<file path="config.mk">
export PLATFORM = sky130hd
export DESIGN_NAME = sync_length_sum_frame_parser_core
export DESIGN_NICKNAME = d
export VERILOG_FILES = /design/src/design/slfp_pkg.sv /design/src/design/slfp_body_ram.sv /design/src/design/sync_length_sum_frame_parser_core.sv
export SDC_FILE = /design/constraint.sdc
export NUM_CORES = 1
export LEC_CHECK = 0
export BUFFER_PORTS_ARGS = -buffer_cell sky130_fd_sc_hd__buf_2
export CORE_AREA = 2 2 181 271
export DETAILED_ROUTE_END_ITERATION = 10
export DIE_AREA = 0 0 183 273
export HOLD_SLACK_MARGIN = 0.06
export PLACE_DENSITY = 0.7
export SYNTH_ARGS = -nofsm -noshare
export SYNTH_HDL_FRONTEND = slang
export SYNTH_SLANG_ARGS = --single-unit
</file>
<file path="constraint.sdc">
create_clock -name i_clk -period 6.2 [get_ports i_clk]
set_input_delay 0 -clock i_clk [delete_from_list [all_inputs] [get_ports i_clk]]
set_output_delay 0 -clock i_clk [all_outputs]
set_load 0.1 [all_outputs]
</file>
<file path="src/design/slfp_pkg.sv">
package slfp_pkg;

    // Body buffer depth, its address width and the length and counter widths
    localparam int BODY_DEPTH = 64;
    localparam int ADDR_W     = (BODY_DEPTH > 1) ? $clog2(BODY_DEPTH) : 1;
    localparam int LEN_W      = 7;
    localparam int CNT_W      = 16;

    localparam logic [LEN_W-1:0] BODY_DEPTH_LEN = LEN_W'(BODY_DEPTH);

    // Register reset values
    localparam logic [7:0]       SYNC_FIRST_RST  = 8'hAA;
    localparam logic [7:0]       SYNC_SECOND_RST = 8'h55;
    localparam logic [LEN_W-1:0] MAX_LEN_RST     = 7'd48;

    // Configuration register indexes
    localparam logic [1:0] CFG_SYNC_FIRST  = 2'd0;
    localparam logic [1:0] CFG_SYNC_SECOND = 2'd1;
    localparam logic [1:0] CFG_MAX_LEN     = 2'd2;

    typedef enum logic [2:0] {
        PH_SYNC1 = 3'd0,
        PH_SYNC2 = 3'd1,
        PH_LEN   = 3'd2,
        PH_BODY  = 3'd3,
        PH_SUM   = 3'd4
    } t_phase;

    typedef enum logic [1:0] {
        ST_INPUT = 2'd0,
        ST_READ  = 2'd1,
        ST_LOAD  = 2'd2
    } t_state;

    typedef enum logic [1:0] {
        KIND_PROGRESS = 2'd0,
        KIND_LEN_ERR  = 2'd1,
        KIND_SUM_ERR  = 2'd2,
        KIND_BODY     = 2'd3
    } t_kind;

    typedef struct packed {
        logic              wr_en;
        logic [ADDR_W-1:0] wr_addr;
        logic [7:0]        wr_data;
        logic              rd_en;
        logic [ADDR_W-1:0] rd_addr;
    } t_ram_req;

endpackage

</file>
<file path="src/design/slfp_body_ram.sv">
module slfp_body_ram
    import slfp_pkg::*;
(
    input  logic       i_clk,
    input  t_ram_req   i_req,
    output logic [7:0] o_rd_data
);

    logic [7:0] r_mem [BODY_DEPTH];
    logic [7:0] r_rd_data;

    always_ff @(posedge i_clk) begin
        if (i_req.wr_en) begin
            r_mem[i_req.wr_addr] <= i_req.wr_data;
        end
        if (i_req.rd_en) begin
            r_rd_data <= r_mem[i_req.rd_addr];
        end
    end

    assign o_rd_data = r_rd_data;

endmodule

</file>
<file path="src/design/sync_length_sum_frame_parser_core.sv">
// Sync / length / checksum frame parser.
// Input channel (i_in_valid / o_in_ready, i_rx_byte): one received byte per
// request. Output channel (o_out_valid / i_out_ready): result requests with
// kind, body byte, body index, last flag and both frame counters.
// Config channel (i_cfg_valid / o_cfg_ready): index 0 first sync byte,
// 1 second sync byte, 2 max length; always ready, other indexes ignored.
// Every byte except a good checksum gives one status result, registered
// in the cycle after the byte is taken; the next byte can be taken in
// that cycle, so bytes flow at one per cycle while the receiver keeps up.
// A good checksum replays the stored body from the 64 x 8 body RAM:
// each body byte is read from the RAM in the read state and loaded into
// the output register in the load state, one byte after the other, and
// no input byte is taken until the last body result has been loaded.
// A stalled receiver holds the output register; no new byte is taken
// and the replay pauses until the pending result is taken.
// Reset (synchronous, active low) returns to sync hunting, clears both
// counters and restores the register defaults; the RAM is not cleared
// since no entry is read before it is written in the same frame.
module sync_length_sum_frame_parser_core
    import slfp_pkg::*;
(
    input  logic             i_clk,
    input  logic             i_rst_n,

    input  logic             i_in_valid,
    output logic             o_in_ready,
    input  logic [7:0]       i_rx_byte,

    output logic             o_out_valid,
    input  logic             i_out_ready,
    output logic [1:0]       o_kind,
    output logic [7:0]       o_body_byte,
    output logic [5:0]       o_byte_index,
    output logic             o_last,
    output logic [CNT_W-1:0] o_good_frames,
    output logic [CNT_W-1:0] o_bad_frames,

    input  logic             i_cfg_valid,
    output logic             o_cfg_ready,
    input  logic [1:0]       i_cfg_index,
    input  logic [7:0]       i_cfg_data
);

    // config registers
    logic [7:0]       r_sync_first;
    logic [7:0]       r_sync_second;
    logic [LEN_W-1:0] r_max_len;

    // parser state
    t_state           r_state, n_state;
    t_phase           r_phase, n_phase;
    logic [LEN_W-1:0] r_len, n_len;
    logic [LEN_W-1:0] r_pos, n_pos;
    logic [7:0]       r_sum, n_sum;
    logic [CNT_W-1:0] r_frame_cnt, n_frame_cnt;
    logic [CNT_W-1:0] r_err_cnt, n_err_cnt;
    logic [ADDR_W-1:0] r_rd_idx, n_rd_idx;

    // output register
    logic             r_out_valid;
    t_kind            r_out_kind;
    logic [7:0]       r_out_byte;
    logic [5:0]       r_out_index;
    logic             r_out_last;

    logic             in_fire;
    logic             out_free;
    logic             good_sum;
    logic             rd_last;
    logic [LEN_W-1:0] limit;
    logic [LEN_W-1:0] pos_inc;
    t_kind            in_kind;
    t_ram_req         ram_req;
    logic [7:0]       rd_data;

    assign out_free   = !r_out_valid || i_out_ready;
    assign o_in_ready = (r_state == ST_INPUT) && out_free;
    assign in_fire    = i_in_valid && o_in_ready;
    assign o_cfg_ready = 1'b1;

    assign limit    = (r_max_len > BODY_DEPTH_LEN) ? BODY_DEPTH_LEN : r_max_len;
    assign pos_inc  = r_pos + 7'd1;
    assign good_sum = (r_phase == PH_SUM) && (i_rx_byte == r_sum);
    assign rd_last  = (LEN_W'(r_rd_idx) == (r_len - 7'd1));

    // Configuration writes
    always_ff @(posedge i_clk) begin
        if (!i_rst_n) begin
            r_sync_first  <= SYNC_FIRST_RST;
            r_sync_second <= SYNC_SECOND_RST;
            r_max_len     <= MAX_LEN_RST;
        end else if (i_cfg_valid && o_cfg_ready) begin
            case (i_cfg_index)
                CFG_SYNC_FIRST:  r_sync_first  <= i_cfg_data;
                CFG_SYNC_SECOND: r_sync_second <= i_cfg_data;
                CFG_MAX_LEN:     r_max_len     <= i_cfg_data[LEN_W-1:0];
                default: ;
            endcase
        end
    end

    // Next state of the replay sequencer
    always_comb begin
        n_state = r_state;
        case (r_state)
            ST_INPUT: begin
                if (in_fire && good_sum) begin
                    n_state = ST_READ;
                end
            end
            ST_READ: n_state = ST_LOAD;
            ST_LOAD: begin
                if (out_free) begin
                    n_state = rd_last ? ST_INPUT : ST_READ;
                end
            end
            default: n_state = ST_INPUT;
        endcase
    end

    // Byte parsing, counters and RAM requests
    always_comb begin
        n_phase     = r_phase;
        n_len       = r_len;
        n_pos       = r_pos;
        n_sum       = r_sum;
        n_frame_cnt = r_frame_cnt;
        n_err_cnt   = r_err_cnt;
        n_rd_idx    = r_rd_idx;
        in_kind     = KIND_PROGRESS;

        ram_req         = '0;
        ram_req.wr_addr = r_pos[ADDR_W-1:0];
        ram_req.wr_data = i_rx_byte;
        ram_req.rd_addr = r_rd_idx;

        if (in_fire) begin
            case (r_phase)
                PH_SYNC1: begin
                    if (i_rx_byte == r_sync_first) begin
                        n_phase = PH_SYNC2;
                    end
                end
                PH_SYNC2: begin
                    if (i_rx_byte == r_sync_second) begin
                        n_phase = PH_LEN;
                    end else if (i_rx_byte != r_sync_first) begin
                        n_phase = PH_SYNC1;
                    end
                end
                PH_LEN: begin
                    if (i_rx_byte == 8'd0 || i_rx_byte > {1'b0, limit}) begin
                        n_err_cnt = r_err_cnt + 16'd1;
                        in_kind   = KIND_LEN_ERR;
                        n_phase   = PH_SYNC1;
                    end else begin
                        n_len   = i_rx_byte[LEN_W-1:0];
                        n_pos   = '0;
                        n_sum   = i_rx_byte;
                        n_phase = PH_BODY;
                    end
                end
                PH_BODY: begin
                    ram_req.wr_en = (r_pos < BODY_DEPTH_LEN);
                    n_pos = pos_inc;
                    n_sum = r_sum + i_rx_byte;
                    if (pos_inc >= r_len) begin
                        n_phase = PH_SUM;
                    end
                end
                PH_SUM: begin
                    n_phase = PH_SYNC1;
                    if (good_sum) begin
                        n_frame_cnt = r_frame_cnt + 16'd1;
                        n_rd_idx    = '0;
                    end else begin
                        n_err_cnt = r_err_cnt + 16'd1;
                        in_kind   = KIND_SUM_ERR;
                    end
                end
                default: n_phase = PH_SYNC1;
            endcase
        end

        if (r_state == ST_READ) begin
            ram_req.rd_en = 1'b1;
        end
        if (r_state == ST_LOAD && out_free && !rd_last) begin
            n_rd_idx = r_rd_idx + 1'b1;
        end
    end

    always_ff @(posedge i_clk) begin
        if (!i_rst_n) begin
            r_state     <= ST_INPUT;
            r_phase     <= PH_SYNC1;
            r_len       <= '0;
            r_pos       <= '0;
            r_sum       <= '0;
            r_frame_cnt <= '0;
            r_err_cnt   <= '0;
            r_rd_idx    <= '0;
        end else begin
            r_state     <= n_state;
            r_phase     <= n_phase;
            r_len       <= n_len;
            r_pos       <= n_pos;
            r_sum       <= n_sum;
            r_frame_cnt <= n_frame_cnt;
            r_err_cnt   <= n_err_cnt;
            r_rd_idx    <= n_rd_idx;
        end
    end

    // Output register: status result on a byte other than a good checksum, body on replay
    always_ff @(posedge i_clk) begin
        if (!i_rst_n) begin
            r_out_valid <= 1'b0;
        end else if (in_fire && !good_sum) begin
            r_out_valid <= 1'b1;
        end else if (r_state == ST_LOAD && out_free) begin
            r_out_valid <= 1'b1;
        end else if (i_out_ready) begin
            r_out_valid <= 1'b0;
        end
    end

    always_ff @(posedge i_clk) begin
        if (in_fire && !good_sum) begin
            r_out_kind  <= in_kind;
            r_out_byte  <= '0;
            r_out_index <= '0;
            r_out_last  <= 1'b1;
        end else if (r_state == ST_LOAD && out_free) begin
            r_out_kind  <= KIND_BODY;
            r_out_byte  <= rd_data;
            r_out_index <= 6'(r_rd_idx);
            r_out_last  <= rd_last;
        end
    end

    slfp_body_ram u_body_ram (
        .i_clk     (i_clk),
        .i_req     (ram_req),
        .o_rd_data (rd_data)
    );

    assign o_out_valid   = r_out_valid;
    assign o_kind        = r_out_kind;
    assign o_body_byte   = r_out_byte;
    assign o_byte_index  = r_out_index;
    assign o_last        = r_out_last;
    assign o_good_frames = r_frame_cnt;
    assign o_bad_frames  = r_err_cnt;

    // good checksum starts a replay and bumps the frame count once
    a_good_starts_replay: assert property (@(posedge i_clk) disable iff (!i_rst_n)
        in_fire && good_sum |=> r_state == ST_READ
            && r_frame_cnt == $past(r_frame_cnt) + 16'd1)
        else $error("good checksum did not start replay");

    // while replaying, the parser is back to hunting and counters hold
    a_replay_quiet: assert property (@(posedge i_clk) disable iff (!i_rst_n)
        r_state != ST_INPUT |-> r_phase == PH_SYNC1 && !o_in_ready)
        else $error("input taken during replay");

    a_replay_counters: assert property (@(posedge i_clk) disable iff (!i_rst_n)
        r_state == ST_LOAD |=> $stable(r_frame_cnt) && $stable(r_err_cnt))
        else $error("counter moved during replay");

    // last body result ends the replay
    a_last_ends: assert property (@(posedge i_clk) disable iff (!i_rst_n)
        r_state == ST_LOAD && out_free && rd_last |=> r_state == ST_INPUT
            && r_out_valid && r_out_last)
        else $error("replay end mismatch");

    // a stored length always fits the body RAM
    a_len_range: assert property (@(posedge i_clk) disable iff (!i_rst_n)
        r_phase == PH_BODY || r_state != ST_INPUT |-> r_len != 7'd0
            && r_len <= BODY_DEPTH_LEN)
        else $error("frame length out of range");

endmodule
</file>
==> impl_results.md <==
* GRT Overall Usage at between 20% and 30%
* Max-cap violations at 0
* Reg clk slew, reported paths at 0.06 ns
* Worst min-delay path endpoint: r_sum[0]
* Hold_buf cts at 27
* Max Slew Vio Count at 0
* Share of layout cells above drive strength 1 at between 20% and 30%
* Router iterations before antenna repair at 5
* Cell Area, Synth at between 20000 and 30000 um2
* Internal reg-to-reg setup slack at around 2.2 ns
* Crit path arrival time at approximately 4.2 ns
* Seq/Total Area, Yosys at between 60% and 70%
* CTS tree: yes
* Number of global-route vias before repair at about 15000
* Peak VDD IR at 198.9 uV
* Warnings from Yosys at 0
* Overflow after GRT at 0
* Die Y-Extent at 273 um
* Die Wd at 183 um
* Worst r2r src: r_phase[1]
* Cells after Synth at 1564
* Initial antenna violation count at 2
* Critical Path Max Stage Delay at just over 0.9 ns
* Clock Root Buffer: clkbuf_16
* Clk_lat worst skew at roughly 0.60 ns
* Worst Setup Start Kind: flip-flop
* Slew @ Worst Pin at ~1.1 ns
* Met3 Routed Length at ~3300 um
* Final Cycle Share at ~64%
* Final ANT Viol Nets at 0
* Core Rows at slightly below 100
* Placeable Area at between 40000 and 50000 um2
* Max stage delay cell, worst path: nand4_1
* Fin area at 28770 um2
* H-tree depth at 2
* Top Layer Used: met4
* Post-synth ARST share at 0%
* Vias per Instance at between 6 and 7
* Max_slew headroom at between 20 and 30%
* Gp weighted congestion at roughly 0.86
* Hold violation count in the final report at 0
* Die area at around 50000 um2
* Post-synth top area share at 60.47%
* Hold crit path type: input port to flip-flop
* DR DRC count at 0
* Syn_nets at 1614
* Hold path depth at 4
* Synth area leader: edfxtp_1
* Clk buf depth at 3
* Initial Util at 54.48%
* Syn-to-layout area delta at 10.99%
* Maximum fanout along the worst path at 12
* Synth Flop Type: edfxtp_1
* IO Pins at 75
* Final min period at 3.976 ns
* Crit-path leading delay family: simple AND/OR/NAND/NOR gates
* Critical path startpoint: r_phase[1]
* Reg-to-reg endpoint: u_body_ram.r_mem[22][5]
* # Post-CTS Setup Buffers at 0
* Wire length on met2 at ~32000 um
* Port Buf Inserts at between 70 and 80
* Post-synth EDFFs at 522
* Final Setup Violations at 0
* Crit path kind: flip-flop to flip-flop
* Resize count post-CTS at 0
* Leading post-synthesis cells by cell area: edfxtp_1 60%, mux4_2 13%, dfxtp_1 8.0%
* Status: finished clean
* Met1 wire length at between 20000 and 25000 um
* N_diodes at 0
* NumNets Final at 1706
* WL/cell at around 26 um
* Fin Setup TNS at 0 ns
* Pwr dens at 279.5 nW/um2
* Dpl cell area at 26770 um2
* First-pass GRT wire length at about 91000 um
* Flops & latches, synth at roughly 630
* Routed wire length at about 60000 um
* Synth cell types at 70
* DP HPWL at slightly below 40000 um
* P_leak at 0.009102 uW
* Pin count of the biggest net entering global routing at 72
* Hold Slack at 0.09709 ns
* Worst setup EP type: flip-flop
* Fmax at 251.5 MHz
* Num CTS Buffers at 54
* Crit path buf inv count at 0
* Clock tree sinks at around 630
* Clock skew at roughly 0.018 ns
* Origin of the worst min-delay path: i_rx_byte[0]
* Worst R2R Path Depth at 5
* Critical path's most frequent cell: nor2_1
* WP data required at 6.41 ns
* Synthesized area per cell at approximately 17 um2
* 1st-iter DRT viols at approximately 1300
* RSZ-0062 raised after global routing: false
* Vias at roughly 14000
* Cell chain of the critical path: nor2b_1, nand2_1, nor2_1, nand4_1, nor2_1
==> how the worst max path moves through the flow <==
| stage | endpoint | slack, ns | cells past startpoint |
|---|---|---|---|
| floorplan | o_in_ready | 3.23 | 2 |
| global placement | u_body_ram.r_mem[62][5] | 2.44 | 5 |
| detailed placement | u_body_ram.r_mem[6][0] | 2.27 | 5 |
| CTS | u_body_ram.r_mem[6][0] | 2.23 | 5 |
| global route | u_body_ram.r_mem[22][2] | 1.89 | 5 |
| finish | u_body_ram.r_mem[22][5] | 2.22 | 5 |
==> through the flow <==
step	cells	power (uW)	setup slack (ns)	utilization, %
floorplan	1564	4725	3.226	-
global placement	2173	4822	2.437	56.27
detailed placement	2173	4827	2.273	56.27
CTS	2301	8095	2.225	60.47
global route	2301	8264	1.889	60.47
finish	2301	8041	2.224	60.47
==> routing by layer <==
metal	track usage, %	vias up
met3	3.318	130
met4	9.347	0
li1	-	6340
met1	30.29	7483
met2	44.10	537
met5	0	-
==> power by group <==
group | total, uW | leakage [uW] | switching [uW] | internal (uW)
sequential | 4560 | 0.00553 | 4.32 | 4550
combinational | 189 | 0.00270 | 143 | 46.1
clock | 3290 | 0.000873 | 1490 | 1810
total | 8040 | 0.00910 | 1630 | 6410
==> cells in the final DEF (no fill, tap or decap), drive strengths merged, types with 8 or more instances in the layout <==
cell type / n
a2111oi: 11
a211oi: 15
a21oi: 48
a22oi: 11
buf: 91
clkbuf: 74
clkinv: 18
dfxtp: 104
dlygate4sd3: 27
edfxtp: 522
ha: 26
inv: 22
mux2i: 39
mux4: 154
nand2: 120
nand2b: 22
nand3: 32
nand4: 15
nor2: 128
nor2b: 22
nor3: 17
o21ai: 23
o22ai: 11
or3: 8
xnor2: 20
xor2: 20
==> cell families after synthesis <==
family / count (synthesis) / synth area share, %
flip-flops: 626 / 68.51
multiplexers: 196 / 15.02
XOR/XNOR: 40 / 1.352
buffers and inverters: 98 / 1.810
AND/OR/NAND/NOR: 408 / 7.555
AO/OA/AOI/OAI: 168 / 4.412
other: 1 / 0.01447
adder cells (fa/ha/maj): 27 / 1.332
==> worst reg2reg max path, cell delays in order, from the launching register on <==
cell and delay (ns):
dfxtp_1 0.54, nor2b_1 0.31, nand2_1 0.29, nor2_1 0.65, nand4_1 0.92, nor2_1 0.89
==> registers in the layout (all words and copies together) (netlist names), 3 cells and up <==
register              flops
o_bad_frames             16
o_body_byte               8
o_byte_index              6
o_good_frames            16
r_len                     7
r_max_len                 7
r_phase                   3
r_pos                     7
r_rd_idx                  6
r_sum                     8
r_sync_first              8
r_sync_second             8
u_body_ram.o_rd_data      8
u_body_ram.r_mem        512
==> synthesized netlist by cell type, types with 20 or more instances <==
library cell	number
mux4_2	154
dfxtp_1	104
edfxtp_1	522
nor2_1	126
mux2i_1	39
a21oi_1	48
o21ai_0	20
nor2b_1	22
xor2_1	20
nand3_1	32
nand2_1	119
nand2b_1	22
ha_1	26
xnor2_1	20
clkbuf_1	47
==> cell type report <==
type / count / area, um2
Clock inverter: 27 / 206.4
Inverter: 16 / 60.06
Multi-Input combinational cell: 840 / 7694
Timing Repair Buffer: 118 / 770.7
Tap cell: 600 / 750.7
Sequential cell: 626 / 17770
Clock buffer: 74 / 1520
Fill cell: 3414 / 18810
(Power assumes the default switching activity.)
